[config.mk]
export PLATFORM = sky130hd
export DESIGN_NAME = heater_bus_request_engine_unit
export DESIGN_NICKNAME = d
export VERILOG_FILES = /design/src/hbre_pkg.sv /design/src/heater_bus_request_engine_unit.sv
export SDC_FILE = /design/constraint.sdc
export NUM_CORES = 1
export LEC_CHECK = 0
export ABC_AREA = 1
export BUFFER_PORTS_ARGS = -buffer_cell sky130_fd_sc_hd__buf_4
export CAP_MARGIN = 20
export CORE_ASPECT_RATIO = 0.7
export CORE_UTILIZATION = 25
export CTS_CLUSTER_SIZE = 25
export DETAILED_ROUTE_END_ITERATION = 16
export PLACE_DENSITY = 0.43
export SLEW_MARGIN = 40
export SYNTH_ARGS = -nofsm -noshare
export SYNTH_HDL_FRONTEND = slang
export SYNTH_SLANG_ARGS = --single-unit
[constraint.sdc]
create_clock -name clk -period 5.65 [get_ports clk]
set_input_delay 0.565 -clock clk [delete_from_list [all_inputs] [get_ports clk]]
set_output_delay 0.565 -clock clk [all_outputs]
set_load 0.01 [all_outputs]
[src/hbre_pkg.sv]
`timescale 1ns / 1ps
`default_nettype none
// ----------------------------------------------------------------------------
// hbre_pkg
// Types, codes and the CRC-8 step shared by the heater bus request engine.
// ----------------------------------------------------------------------------
package hbre_pkg;

    localparam int unsigned REQUEST_BYTES = 7;
    localparam int unsigned STEP_W        = $clog2(REQUEST_BYTES);

    localparam logic [7:0]  REQ_HEAD      = 8'h07;
    localparam logic [7:0]  REQ_TAIL      = 8'h05;
    localparam logic [7:0]  CRC_POLY      = 8'h18;
    localparam logic [15:0] TIMEOUT_RESET = 16'd1000;
    localparam logic [7:0]  BUFSIZE_RESET = 8'd32;
    localparam logic [15:0] TIMER_MAX     = 16'hFFFF;

    typedef enum logic [1:0] {
        FUNC_START = 2'd0,
        FUNC_BYTE  = 2'd1,
        FUNC_TICK  = 2'd2,
        FUNC_NONE  = 2'd3
    } func_t;

    typedef enum logic [1:0] {
        KIND_TX   = 2'd0,
        KIND_RX   = 2'd1,
        KIND_DONE = 2'd2
    } kind_t;

    typedef enum logic [1:0] {
        ST_OK       = 2'd0,
        ST_NO_REPLY = 2'd1,
        ST_SHORT    = 2'd2,
        ST_CRC_FAIL = 2'd3
    } status_t;

    typedef enum logic [1:0] {
        PH_IDLE = 2'd0,
        PH_LEN  = 2'd1,
        PH_RECV = 2'd2
    } phase_t;

    // What the result stage is currently emitting.
    typedef enum logic [1:0] {
        OUT_TX   = 2'd0,
        OUT_RX   = 2'd1,
        OUT_DONE = 2'd2
    } out_mode_t;

    typedef enum logic {
        REG_TIMEOUT = 1'b0,
        REG_BUFSIZE = 1'b1
    } reg_index_t;

    // One CRC-8 step: rotate left with xor of the polynomial when the top
    // bit is set, else shift left; then fold in the byte.
    function automatic logic [7:0] crc8_next(input logic [7:0] crc, input logic [7:0] b);
        logic [7:0] c;
        begin
            if (crc[7])
            begin
                c = {crc[6:0], 1'b1} ^ CRC_POLY;
            end
            else
            begin
                c = {crc[6:0], 1'b0};
            end
            return c ^ b;
        end
    endfunction

endpackage
`default_nettype wire

[src/heater_bus_request_engine_unit.sv]
`timescale 1ns / 1ps
`default_nettype none
// ----------------------------------------------------------------------------
// heater_bus_request_engine_unit
// Master side of a heater serial exchange: builds the CRC-8 protected
// request, then checks and forwards the length-prefixed reply.
// ----------------------------------------------------------------------------
//
// Channel   Direction  Payload
// s_axis    in         tuser = func, tdata = request_code, param_number, rx_byte
// m_axis    out        tuser = kind, tlast = last,
//                      tdata = byte_value, byte_index, status, byte_count
// apb       in/out     timeout_ticks at 0x0, buffer_size at 0x4
//
// An input word is held in an input register and is processed in the cycle
// in which it moves into the result stage, so a new word is taken in every
// cycle while results flow freely. A start word yields seven result words,
// one per cycle while the receiver is ready; the input side stalls behind
// them. A received byte yields one or two words in an exchange, none while
// idle, and a tick at most one. The input register lets one word wait while
// the result stage still holds results. Reset (rst_n low, asynchronous)
// returns to idle and loads register defaults; no clearing pass is needed.
//
module heater_bus_request_engine_unit
(
    input  wire logic        clk,
    input  wire logic        rst_n,

    input  wire logic        s_axis_tvalid,
    output logic             s_axis_tready,
    // [7:0] request_code, [15:8] param_number, [23:16] rx_byte
    input  wire logic [23:0] s_axis_tdata,
    // [1:0] func
    input  wire logic [1:0]  s_axis_tuser,

    output logic             m_axis_tvalid,
    input  wire logic        m_axis_tready,
    // [7:0] byte_value, [15:8] byte_index, [17:16] status, [25:18] byte_count,
    // [31:26] zero
    output logic [31:0]      m_axis_tdata,
    // [1:0] kind
    output logic [1:0]       m_axis_tuser,
    output logic             m_axis_tlast,

    input  wire logic        psel,
    input  wire logic        penable,
    input  wire logic        pwrite,
    input  wire logic [2:0]  paddr,
    input  wire logic [31:0] pwdata,
    output logic [31:0]      prdata,
    output logic             pready
);

    localparam int unsigned STEP_W = hbre_pkg::STEP_W;
    localparam logic [STEP_W-1:0] STEP_LAST = STEP_W'(hbre_pkg::REQUEST_BYTES - 1);

    // ------------------------------------------------------------------
    // Configuration registers.
    // ------------------------------------------------------------------
    logic [15:0] timeout_reg;
    logic [7:0]  bufsize_reg;
    logic        cfg_write;

    assign pready    = 1'b1;
    assign cfg_write = psel && penable && pwrite && pready;

    always_ff @(posedge clk or negedge rst_n)
    begin
        if (!rst_n)
        begin
            timeout_reg <= hbre_pkg::TIMEOUT_RESET;
            bufsize_reg <= hbre_pkg::BUFSIZE_RESET;
        end
        else if (cfg_write)
        begin
            case (hbre_pkg::reg_index_t'(paddr[2]))
                hbre_pkg::REG_TIMEOUT: timeout_reg <= pwdata[15:0];
                hbre_pkg::REG_BUFSIZE: bufsize_reg <= pwdata[7:0];
                default:               timeout_reg <= timeout_reg;
            endcase
        end
    end

    always_comb
    begin
        case (hbre_pkg::reg_index_t'(paddr[2]))
            hbre_pkg::REG_TIMEOUT: prdata = {16'd0, timeout_reg};
            hbre_pkg::REG_BUFSIZE: prdata = {24'd0, bufsize_reg};
            default:               prdata = 32'd0;
        endcase
    end

    // ------------------------------------------------------------------
    // Input register.
    // ------------------------------------------------------------------
    logic                in_valid_reg;
    hbre_pkg::func_t     in_func_reg;
    logic [7:0]          in_code_reg;
    logic [7:0]          in_param_reg;
    logic [7:0]          in_rx_reg;
    logic                in_move;
    logic                out_final_fire;

    logic                out_busy_reg;

    // The held word moves on when the result stage is empty or is handing
    // over its final word in this cycle.
    assign in_move       = in_valid_reg && (!out_busy_reg || out_final_fire);
    assign s_axis_tready = !in_valid_reg || in_move;

    always_ff @(posedge clk or negedge rst_n)
    begin
        if (!rst_n)
        begin
            in_valid_reg <= 1'b0;
        end
        else if (s_axis_tready)
        begin
            in_valid_reg <= s_axis_tvalid;
        end
    end

    always_ff @(posedge clk)
    begin
        if (s_axis_tvalid && s_axis_tready)
        begin
            in_func_reg  <= hbre_pkg::func_t'(s_axis_tuser);
            in_code_reg  <= s_axis_tdata[7:0];
            in_param_reg <= s_axis_tdata[15:8];
            in_rx_reg    <= s_axis_tdata[23:16];
        end
    end

    // ------------------------------------------------------------------
    // Exchange state.
    // ------------------------------------------------------------------
    hbre_pkg::phase_t    phase_reg, phase_next;
    logic [7:0]          crc_reg, crc_next;
    logic [7:0]          flen_reg, flen_next;
    logic [7:0]          rcount_reg, rcount_next;
    logic [15:0]         timer_reg, timer_next;

    // Result stage load request from the processing logic.
    logic                load;
    hbre_pkg::out_mode_t load_mode;
    logic [7:0]          load_val;
    logic [7:0]          load_idx;
    logic                load_done;
    hbre_pkg::status_t   load_status;
    logic [7:0]          load_count;
    logic [7:0]          req_crc;

    logic [7:0]          len_clip;
    logic [7:0]          len_eff;
    logic [7:0]          rcount_inc;
    logic [15:0]         timer_inc;

    // CRC of the six fixed-layout request bytes.
    always_comb
    begin
        req_crc = hbre_pkg::crc8_next(8'd0, hbre_pkg::REQ_HEAD);
        req_crc = hbre_pkg::crc8_next(req_crc, 8'h00);
        req_crc = hbre_pkg::crc8_next(req_crc, in_code_reg);
        req_crc = hbre_pkg::crc8_next(req_crc, 8'h00);
        req_crc = hbre_pkg::crc8_next(req_crc, in_param_reg);
        req_crc = hbre_pkg::crc8_next(req_crc, hbre_pkg::REQ_TAIL);
    end

    // A length above the buffer size is clipped, and zero counts as one.
    always_comb
    begin
        len_clip = (in_rx_reg > bufsize_reg) ? bufsize_reg : in_rx_reg;
        if (len_clip == 8'd0)
        begin
            len_clip = 8'd1;
        end
    end

    assign len_eff    = (phase_reg == hbre_pkg::PH_LEN) ? len_clip : flen_reg;
    assign rcount_inc = rcount_reg + 8'd1;
    assign timer_inc  = (timer_reg == hbre_pkg::TIMER_MAX) ? timer_reg : timer_reg + 16'd1;

    // Next-state logic.
    always_comb
    begin
        phase_next  = phase_reg;
        crc_next    = crc_reg;
        flen_next   = flen_reg;
        rcount_next = rcount_reg;
        timer_next  = timer_reg;
        if (in_move)
        begin
            case (in_func_reg)
                hbre_pkg::FUNC_START:
                begin
                    phase_next  = hbre_pkg::PH_LEN;
                    crc_next    = 8'd0;
                    flen_next   = 8'd0;
                    rcount_next = 8'd0;
                    timer_next  = 16'd0;
                end
                hbre_pkg::FUNC_BYTE:
                begin
                    if (phase_reg != hbre_pkg::PH_IDLE)
                    begin
                        flen_next   = len_eff;
                        rcount_next = rcount_inc;
                        timer_next  = 16'd0;
                        if (rcount_inc >= len_eff)
                        begin
                            phase_next = hbre_pkg::PH_IDLE;
                        end
                        else
                        begin
                            phase_next = hbre_pkg::PH_RECV;
                            crc_next   = hbre_pkg::crc8_next(crc_reg, in_rx_reg);
                        end
                    end
                end
                hbre_pkg::FUNC_TICK:
                begin
                    if (phase_reg != hbre_pkg::PH_IDLE)
                    begin
                        timer_next = timer_inc;
                        if (timer_inc >= timeout_reg)
                        begin
                            phase_next = hbre_pkg::PH_IDLE;
                        end
                    end
                end
                default:
                begin
                    phase_next = phase_reg;
                end
            endcase
        end
    end

    // Output logic: what the processed word hands to the result stage.
    always_comb
    begin
        load        = 1'b0;
        load_mode   = hbre_pkg::OUT_TX;
        load_val    = in_code_reg;
        load_idx    = rcount_reg;
        load_done   = 1'b0;
        load_status = hbre_pkg::ST_OK;
        load_count  = rcount_inc;
        if (in_move)
        begin
            case (in_func_reg)
                hbre_pkg::FUNC_START:
                begin
                    load = 1'b1;
                end
                hbre_pkg::FUNC_BYTE:
                begin
                    if (phase_reg != hbre_pkg::PH_IDLE)
                    begin
                        load      = 1'b1;
                        load_mode = hbre_pkg::OUT_RX;
                        load_val  = in_rx_reg;
                        if (rcount_inc >= len_eff)
                        begin
                            load_done   = 1'b1;
                            load_status = (crc_reg == in_rx_reg) ? hbre_pkg::ST_OK
                                                                 : hbre_pkg::ST_CRC_FAIL;
                        end
                    end
                end
                hbre_pkg::FUNC_TICK:
                begin
                    if (phase_reg != hbre_pkg::PH_IDLE && timer_inc >= timeout_reg)
                    begin
                        load        = 1'b1;
                        load_mode   = hbre_pkg::OUT_DONE;
                        load_done   = 1'b1;
                        load_count  = rcount_reg;
                        load_status = (phase_reg == hbre_pkg::PH_LEN) ? hbre_pkg::ST_NO_REPLY
                                                                      : hbre_pkg::ST_SHORT;
                    end
                end
                default:
                begin
                    load = 1'b0;
                end
            endcase
        end
    end

    always_ff @(posedge clk or negedge rst_n)
    begin
        if (!rst_n)
        begin
            phase_reg  <= hbre_pkg::PH_IDLE;
            crc_reg    <= 8'd0;
            flen_reg   <= 8'd0;
            rcount_reg <= 8'd0;
            timer_reg  <= 16'd0;
        end
        else
        begin
            phase_reg  <= phase_next;
            crc_reg    <= crc_next;
            flen_reg   <= flen_next;
            rcount_reg <= rcount_next;
            timer_reg  <= timer_next;
        end
    end

    // ------------------------------------------------------------------
    // Result stage. A request is replayed from its code, parameter and
    // CRC by a step counter; a received byte is followed by an optional
    // done word, and a timeout yields a lone done word.
    // ------------------------------------------------------------------
    hbre_pkg::out_mode_t mode_reg;
    logic [STEP_W-1:0]   step_reg;
    logic [7:0]          val_reg;
    logic [7:0]          param_reg;
    logic [7:0]          rcrc_reg;
    logic [7:0]          idx_reg;
    logic                done_reg;
    hbre_pkg::status_t   status_reg;
    logic [7:0]          count_reg;

    hbre_pkg::kind_t     o_kind;
    logic [7:0]          o_val;
    logic [7:0]          o_idx;
    hbre_pkg::status_t   o_status;
    logic [7:0]          o_count;
    logic                o_last;
    logic                out_fire;

    always_comb
    begin
        o_kind   = hbre_pkg::KIND_TX;
        o_val    = 8'd0;
        o_idx    = 8'd0;
        o_status = hbre_pkg::ST_OK;
        o_count  = 8'd0;
        o_last   = 1'b1;
        case (mode_reg)
            hbre_pkg::OUT_TX:
            begin
                o_idx  = 8'(step_reg);
                o_last = (step_reg == STEP_LAST);
                case (step_reg)
                    STEP_W'(0): o_val = hbre_pkg::REQ_HEAD;
                    STEP_W'(2): o_val = val_reg;
                    STEP_W'(4): o_val = param_reg;
                    STEP_W'(5): o_val = hbre_pkg::REQ_TAIL;
                    STEP_W'(6): o_val = rcrc_reg;
                    default:    o_val = 8'h00;
                endcase
            end
            hbre_pkg::OUT_RX:
            begin
                if (step_reg == STEP_W'(0))
                begin
                    o_kind = hbre_pkg::KIND_RX;
                    o_val  = val_reg;
                    o_idx  = idx_reg;
                    o_last = !done_reg;
                end
                else
                begin
                    o_kind   = hbre_pkg::KIND_DONE;
                    o_status = status_reg;
                    o_count  = count_reg;
                end
            end
            default:
            begin
                o_kind   = hbre_pkg::KIND_DONE;
                o_status = status_reg;
                o_count  = count_reg;
            end
        endcase
    end

    assign out_fire       = out_busy_reg && m_axis_tready;
    assign out_final_fire = out_fire && o_last;

    always_ff @(posedge clk or negedge rst_n)
    begin
        if (!rst_n)
        begin
            out_busy_reg <= 1'b0;
            step_reg     <= '0;
        end
        else if (load)
        begin
            out_busy_reg <= 1'b1;
            step_reg     <= '0;
        end
        else if (out_final_fire)
        begin
            out_busy_reg <= 1'b0;
        end
        else if (out_fire)
        begin
            step_reg <= step_reg + STEP_W'(1);
        end
    end

    always_ff @(posedge clk)
    begin
        if (load)
        begin
            mode_reg   <= load_mode;
            val_reg    <= load_val;
            param_reg  <= in_param_reg;
            rcrc_reg   <= req_crc;
            idx_reg    <= load_idx;
            done_reg   <= load_done;
            status_reg <= load_status;
            count_reg  <= load_count;
        end
    end

    assign m_axis_tvalid = out_busy_reg;
    assign m_axis_tuser  = o_kind;
    assign m_axis_tlast  = o_last;
    assign m_axis_tdata  = {6'd0, o_count, o_status, o_idx, o_val};

    // ------------------------------------------------------------------
    // Assertions.
    // ------------------------------------------------------------------
    a_done_is_last: assert property (@(posedge clk) disable iff (!rst_n)
        (m_axis_tvalid && m_axis_tuser == hbre_pkg::KIND_DONE) |-> m_axis_tlast)
        else $error("done word without last");

    a_tx_last_at_end: assert property (@(posedge clk) disable iff (!rst_n)
        (m_axis_tvalid && m_axis_tuser == hbre_pkg::KIND_TX && m_axis_tlast)
        |-> (m_axis_tdata[15:8] == 8'(hbre_pkg::REQUEST_BYTES - 1)))
        else $error("request ended at wrong index");

    a_drain_ends: assert property (@(posedge clk) disable iff (!rst_n)
        (out_final_fire && !load) |=> !m_axis_tvalid)
        else $error("result stage kept running after final word");

    a_stall_holds_input: assert property (@(posedge clk) disable iff (!rst_n)
        !s_axis_tready |-> (in_valid_reg && out_busy_reg))
        else $error("input stalled without cause");

    a_idle_no_load_on_byte: assert property (@(posedge clk) disable iff (!rst_n)
        (in_move && in_func_reg == hbre_pkg::FUNC_BYTE && phase_reg == hbre_pkg::PH_IDLE)
        |=> !m_axis_tvalid)
        else $error("byte while idle produced a result");

endmodule
`default_nettype wire

==> reports/metrics.cfg, run 1 <==
[sta]
final-max-slew-violation-count = 0
setup_viol = 0
rsz0062_at_grt = false
timing.hold.ws_ns = 0.0159
achievable-frequency_ghz = 0.241
slew_headroom = 0.520
worst_slack_ns = 1.49
final_min_period_over_clock_period = 0.736
post-route-min-period_ns = 4.16
count_of_endpoints_failing_hold_in_the_final_timing_report = 0
worst-slew-pin-transition_ns = 0.713
fin_tns_setup_ns = 0
finalClockSkew_ns = 0.0105

[clock_tree]
hold_buffers = 0
cts.htree.levels = 4
clk_pin_slew_ns = 0.07
post_cts_resized = 0
cts_tree = done
cts_inserted_buffers = 17
buffer_type_at_the_clock_tree_root = sky130_fd_sc_hd__clkbuf_16
post_cts_buffers = 0
cts.sinks = 142
max-clock-path-buffers = 2
clock_latency_at_the_later_pin_of_the_worst_skew_pair_ns = 0.43

[yosys]
synth.ff_latch_count = 142
synth_seq_area_share = 0.494
yosys.cell_count.top_type = sky130_fd_sc_hd__nand2_1
synth_area_leaders = sky130_fd_sc_hd__edfxtp_1 27%, sky130_fd_sc_hd__dfrtp_1 20%, sky130_fd_sc_hd__nand2_1 9.1%
avgSynthCellArea_sq_um = 8.71
synthesis.instances = 910
syn_area_sq_um = 7930
synth.top_cells.by_count = 193 x sky130_fd_sc_hd__nand2_1, 127 x sky130_fd_sc_hd__inv_1, 96 x sky130_fd_sc_hd__o21ai_0
synth.yosys.warnings = 0
number_of_synthesized_flops_with_an_enable_pin = 71
yosysUniqueCellTypes = 45
synth_largest_type_area_fraction = 0.269
dominantRegCellSynth = sky130_fd_sc_hd__edfxtp_1
synth_largest_area_cell = sky130_fd_sc_hd__edfxtp_1
asyncSetResetFlopFracSynth = 0.500

[floorplanning]
io_pins = 138
placement_rows = 54
floorplan.die_area_sq_um = 32400
die_height_um = 151
initial_core_util = 0.254
design.core.area_sq_um = 31100
die_x_um = 215

[pwr]
pwr-share-seq = 0.379
cellPowerDensity_nw_per_um2 = 395
switchingPower_uw = 1360
leakage_uw = 0.00439
internal_power_uw = 2440
power.share.switching = 0.358
power.combinational.fraction = 0.315
peakVddDrop_mv = 0.200
clkPwrFrac = 0.306

[outcome]
outcome = finished clean

[drt]
drt-pass1-iter-count = 5
wl_um = 19700
detail_route.vias_per_cell = 4.13
route.detailed.drc = 0
wire_per_inst_um = 13.7
route.vias.total = 5939
ant_nets = 0
drt_first_iter_violations = 317

[worst_setup_path]
critical_path_class = reg2reg
worst_r2r_startpoint = bufsize_reg[5]
largest_fanout_on_the_critical_path = 16
reg2reg_setup_slack_ns = 1.49
endpoint_kind = flop
cp.required_ns = 5.99
rr_endpoint = crc_reg[4]
critical_path_arrival_ns = 4.49
timing.reg2reg.worst_path_depth = 16
critical_path_launch_point_type = flop

[grt]
grt.overflow.total = 0
grt_util_all_layers = 0.125
number_of_antenna_violations_at_the_first_check_in_global_routing = 0
grt_start_max_net_pins = 53
grt_pass1_wl_um = 30800
grt_pass1_vias = 5514

[place]
dp_hpwl_um = 14900
place_ws_ns = 1.52
gpl_wtd_cong = 0.774
numPortBuffers = 96

[hold_path]
hold_path_class = in2async

[flow_run]
max-cap-violations = 0

[layout]
area_growth_pct = 21.6
layout-drive-gt1-share = 0.180
nNetsFinal = 1116
antenna_fix_cells = 0

## worst max-delay path: stages, from the launching register on
cell and delay, ns:
sky130_fd_sc_hd__dfstp_2 0.54, sky130_fd_sc_hd__inv_1 0.06, sky130_fd_sc_hd__ha_1 0.29, sky130_fd_sc_hd__nand2_1 0.06
sky130_fd_sc_hd__nor2_1 0.16, sky130_fd_sc_hd__nand4_1 0.26, sky130_fd_sc_hd__nand2_1 0.34, sky130_fd_sc_hd__o21ai_0 0.21
sky130_fd_sc_hd__o21ai_0 0.36, sky130_fd_sc_hd__ha_1 0.32, sky130_fd_sc_hd__a21oi_1 0.15, sky130_fd_sc_hd__o21ai_0 0.10
sky130_fd_sc_hd__nand2_1 0.07, sky130_fd_sc_hd__o2111ai_1 0.22, sky130_fd_sc_hd__o21ai_0 0.25, sky130_fd_sc_hd__nand2_1 0.36
sky130_fd_sc_hd__o21ai_0 0.29
## cell families (layout without fill, tap and decap cells)
| family | count (synthesis) | after routing | share of synthesized area |
|---|---|---|---|
| and+or+nand+nor | 343 | 343 | 0.185 |
| other | 2 | 23 | 0.000948 |
| DFF | 142 | 142 | 0.494 |
| adders and majority gates | 42 | 42 | 0.0663 |
| buffers and inverters | 176 | 264 | 0.0979 |
| AOI/OAI and AO/OA | 177 | 177 | 0.124 |
| xor gates and xnor gates | 28 | 28 | 0.0319 |
## metrics by stage
stage,instances,cell area (sq um),power [uW],utilization
2_1_floorplan,931,8000,2250,-
3_3_place_gp,1406,9010,2660,0.289
3_5_place_dp,1406,9010,2660,0.289
4_1_cts,1438,9610,3850,0.309
5_1_grt,1439,9640,4080,0.310
6_report,1439,9640,3810,0.310
## layer usage
metal / wire length, um / track usage
met5: 0 / 0
met4: 193 / 0.0354
met3: 562 / 0.0249
met2: 7790 / 0.172
met1: 11200 / 0.194
## power by group through the flow
stage / combinational, uW / sequential, uW / clock, uW
after global placement: 1190 / 1470 / 0
after detailed placement: 1200 / 1460 / 0
final: 1200 / 1440 / 1170
after floorplan: 830 / 1420 / 0
after global routing: 1370 / 1470 / 1240
after CTS: 1200 / 1440 / 1200
## cell type report
type / count / area (sq um)
Clock inverter: 13 / 166
Inverter: 133 / 499
Tap cell: 420 / 526
Timing Repair Buffer: 99 / 767
Sequential cell: 142 / 3920
Fill cell: 3232 / 21500
Clock buffer: 19 / 433
Multi-Input combinational cell: 613 / 3330
## worst max path at each step
stage,start,to,slack [ns],depth (start not counted)
after floorplan,timer_reg[0],count_reg[0],0.54,19
after global placement,timer_reg[0],param_reg[4],1.50,19
after detailed placement,timer_reg[0],param_reg[5],1.52,19
after CTS,timer_reg[0],param_reg[5],1.51,19
after global routing,bufsize_reg[5],crc_reg[5],0.85,22
final,bufsize_reg[5],crc_reg[4],1.49,16
## layout by cell type (no fill, tap or decap), drive strengths merged, types with 2 or more instances in the layout
cell,Yosys,layout
bufinv,0,3
dfstp,7,7
ha,42,42
clkinv,1,8
nand3,26,26
nand4,7,7
o21ai,116,116
xor2,16,16
or2,11,11
nor2,83,83
a221oi,2,2
edfxtp,71,71
conb,2,23
a21oi,47,47
a22oi,4,4
o22ai,2,2
nor4,3,3
dfrtp,64,64
a21o,2,2
clkinvlp,0,2
buf,33,99
nor3,15,15
xnor2,12,12
clkbuf,10,19
nand2,197,197
inv,132,133
(Power assumes the default switching activity.)
==> run 2: changes to the inputs <==
- ABC_AREA: 1 -> 0
- clock period: 5.65 -> 3.95 ns (I/O delays scaled with it)
==> run 2 against run 1 <==
Effect of this change:
- worst hold slack improved by 0.11 ns
- die area increased by 0.20%
- maximum frequency increased by 14%
- clock skew decreased by 0.0010 ns
- count of clock-buffer cells in the layout increased by 7
- sequential share of layout area decreased by 0.70 points
- final area increased by 1.8%
- sequential power increased by 51%
- total power increased by 49%
- critical endpoint is now param_reg[0]
==> reports/metrics.cfg, run 2 <==
[sta]
final_min_period_over_clock_period = 0.927  ; +0.191
fin_tns_setup_ns = 0  ; unchanged
slew_headroom = 0.493  ; -0.0276
rsz0062_at_grt = false
final-max-slew-violation-count = 0  ; unchanged
post-route-min-period_ns = 3.66  ; -0.495 ns
count_of_endpoints_failing_hold_in_the_final_timing_report = 0  ; unchanged
achievable-frequency_ghz = 0.273  ; +14%
timing.hold.ws_ns = 0.129  ; +0.113 ns
setup_viol = 0  ; unchanged
finalClockSkew_ns = 0.00949  ; -0.00104 ns
worst-slew-pin-transition_ns = 0.758  ; +0.0452 ns

[clock_tree]
clk_pin_slew_ns = 0.06  ; about the same
cts_inserted_buffers = 17  ; unchanged
buffer_type_at_the_clock_tree_root = sky130_fd_sc_hd__clkbuf_16
cts.htree.levels = 4  ; unchanged
max-clock-path-buffers = 2  ; unchanged
clock_latency_at_the_later_pin_of_the_worst_skew_pair_ns = 0.44  ; about the same
cts.sinks = 142  ; unchanged
cts_tree = done

[drt]
drt-pass1-iter-count = 4  ; -1
drt_first_iter_violations = 377  ; +19%
wire_per_inst_um = 16.4  ; +20%
ant_nets = 0  ; unchanged
route.vias.total = 5716  ; -3.8%
route.detailed.drc = 0  ; unchanged
wl_um = 21400  ; +8.4%
detail_route.vias_per_cell = 4.39  ; +6.4%

[worst_setup_path]
critical_path_class = reg2reg
endpoint_kind = flop
critical_path_arrival_ns = 3.85  ; -0.64 ns
critical_path_launch_point_type = flop
cp.required_ns = 4.14  ; -1.85 ns
timing.reg2reg.worst_path_depth = 13  ; -3
largest_fanout_on_the_critical_path = 24  ; +8

[pwr]
peakVddDrop_mv = 0.207  ; +3.6%
cellPowerDensity_nw_per_um2 = 579  ; +47%
leakage_uw = 0.00422  ; -4.0%

[place]
gpl_wtd_cong = 0.802  ; +3.6%
dp_hpwl_um = 15800  ; +5.5%
numPortBuffers = 96  ; unchanged
placed_area_sq_um = 9180  ; +1.9%

[yosys]
synth_largest_type_area_fraction = 0.268  ; -0.000551
synth_largest_area_cell = sky130_fd_sc_hd__edfxtp_1
syn_area_sq_um = 7940  ; +0.21%
synth.top_cells.by_count = 89 x sky130_fd_sc_hd__nand2_1, 71 x sky130_fd_sc_hd__edfxtp_1, 64 x sky130_fd_sc_hd__dfrtp_1
yosysUniqueCellTypes = 63  ; +40%
synthesis.instances = 758  ; -17%
yosys.cell_count.top_type = sky130_fd_sc_hd__nand2_1
synth_area_leaders = sky130_fd_sc_hd__edfxtp_1 27%, sky130_fd_sc_hd__dfrtp_1 20%, sky130_fd_sc_hd__ha_1 6.6%
asyncSetResetFlopFracSynth = 0.500  ; unchanged
avgSynthCellArea_sq_um = 10.5  ; +20%
synth_seq_area_share = 0.493  ; -0.00101
synth.yosys.warnings = 0  ; unchanged
synth.ff_latch_count = 142  ; unchanged
number_of_synthesized_flops_with_an_enable_pin = 71  ; unchanged
dominantRegCellSynth = sky130_fd_sc_hd__edfxtp_1

[floorplanning]
die_x_um = 215  ; +0.10%
die_height_um = 151  ; about the same
floorplan.die_area_sq_um = 32500  ; +0.20%
placement_rows = 54  ; unchanged
initial_core_util = 0.254  ; about the same
io_pins = 138  ; unchanged
design.core.area_sq_um = 31200  ; +0.22%

[grt]
grt_pass1_vias = 5486  ; -0.51%
grt_start_max_net_pins = 72  ; +36%
grt_util_all_layers = 0.136  ; +0.0110
number_of_antenna_violations_at_the_first_check_in_global_routing = 0  ; unchanged
grt.overflow.total = 0  ; unchanged
grt_pass1_wl_um = 33200  ; +7.6%

[flow_run]
max-cap-violations = 0  ; unchanged

[layout]
layout.cells.most_common = sky130_fd_sc_hd__buf_4
antenna_fix_cells = 0  ; unchanged
nNetsFinal = 979  ; -12%
number_of_fill_cells_in_the_layout = 3290  ; +1.8%
design_area_sq_um = 9810  ; +1.8%
mostFrequentLayoutCells = 114 x sky130_fd_sc_hd__buf_4, 89 x sky130_fd_sc_hd__nand2_1, 71 x sky130_fd_sc_hd__edfxtp_1
layout-drive-gt1-share = 0.231  ; +0.0517
area_growth_pct = 23.5

[hold_path]
hold_path_depth = 1
hold_path_class = in2reg

[outcome]
outcome = finished clean

-- run 2: timing repair --
item | in CTS | in global routing
gates resized for setup | 0 | 3
setup buffers | 0 | 2
hold buffers | 1 | 0
hold endpoints to repair | 2 | 0
endpoints found under the setup margin | 0 | 57
-- run 2: cell type report --
class                      instances  area [sq um]  share of cell area
multi-input combinational        552          3710               0.378
clock buffer                      26           543              0.0554
timing repair buffer             119           928              0.0946
inverter                          37           139              0.0142
clock inverter                     6          46.3             0.00472
sequential                       142          3920               0.399
tap                              420           526              0.0536
-- run 2: power by group --
part / switching (uW) / internal, uW / leakage, uW
registers: 259 / 1910 / 0.00158
logic: 1060 / 837 / 0.00235
clock network: 663 / 953 / 0.000283
total: 1980 / 3700 / 0.00422
-- run 2: per-layer routing --
layer	wire length, um	up-vias	track usage
li1	-	2839	-
met1	12100	2759	0.214
met2	8260	102	0.179
met3	803	16	0.0349
met4	187	0	0.0351
met5	0	-	0
-- run 2: kinds of logic after synthesis --
logic type,share of synthesized area
compound gates,0.115
fa+ha+maj,0.0662
xor+xnor,0.0618
buf+inv,0.0526
other cells,0.000946
flops,0.493
mux,0.0625
simple gates,0.147
-- run 2: critical path, stage by stage, from the launching register on --
cell	delay, ns
sky130_fd_sc_hd__dfrtp_1	0.44
sky130_fd_sc_hd__ha_1	0.27
sky130_fd_sc_hd__nand3_1	0.21
sky130_fd_sc_hd__nor3_4	0.08
sky130_fd_sc_hd__a21oi_1	0.32
sky130_fd_sc_hd__nand4_1	0.23
sky130_fd_sc_hd__xnor2_1	0.32
sky130_fd_sc_hd__ha_1	0.30
sky130_fd_sc_hd__nand4_1	0.11
sky130_fd_sc_hd__nor2_1	0.06
sky130_fd_sc_hd__a221oi_2	0.37
sky130_fd_sc_hd__a21o_2	0.33
sky130_fd_sc_hd__o32ai_4	0.16
sky130_fd_sc_hd__buf_12	0.20
-- run 2: final timing paths --
kind	end	start	slack (ns)
worst max-delay path	param_reg[0]	timer_reg[0]	0.29
worst min-delay path	in_rx_reg[5]	s_axis_tdata[21]	0.13
worst max register to register	param_reg[0]	timer_reg[0]	0.29
worst min register to register	flen_reg[7]	flen_reg[7]	0.48
max in group asynchronous	flen_reg[7]	rst_n	2.88
min in group asynchronous	timeout_reg[4]	rst_n	0.54
-- run 2: metrics by stage --
stage | std cells | power (uW) | utilization | setup WS (ns)
2_1_floorplan | 779 | 3390 | - | 0.364
3_3_place_gp | 1266 | 4100 | 0.294 | 0.213
3_5_place_dp | 1267 | 4110 | 0.294 | 0.194
4_1_cts | 1300 | 5770 | 0.313 | 0.169
5_1_grt | 1302 | 6080 | 0.314 | 0.0307
6_report | 1302 | 5680 | 0.314 | 0.289
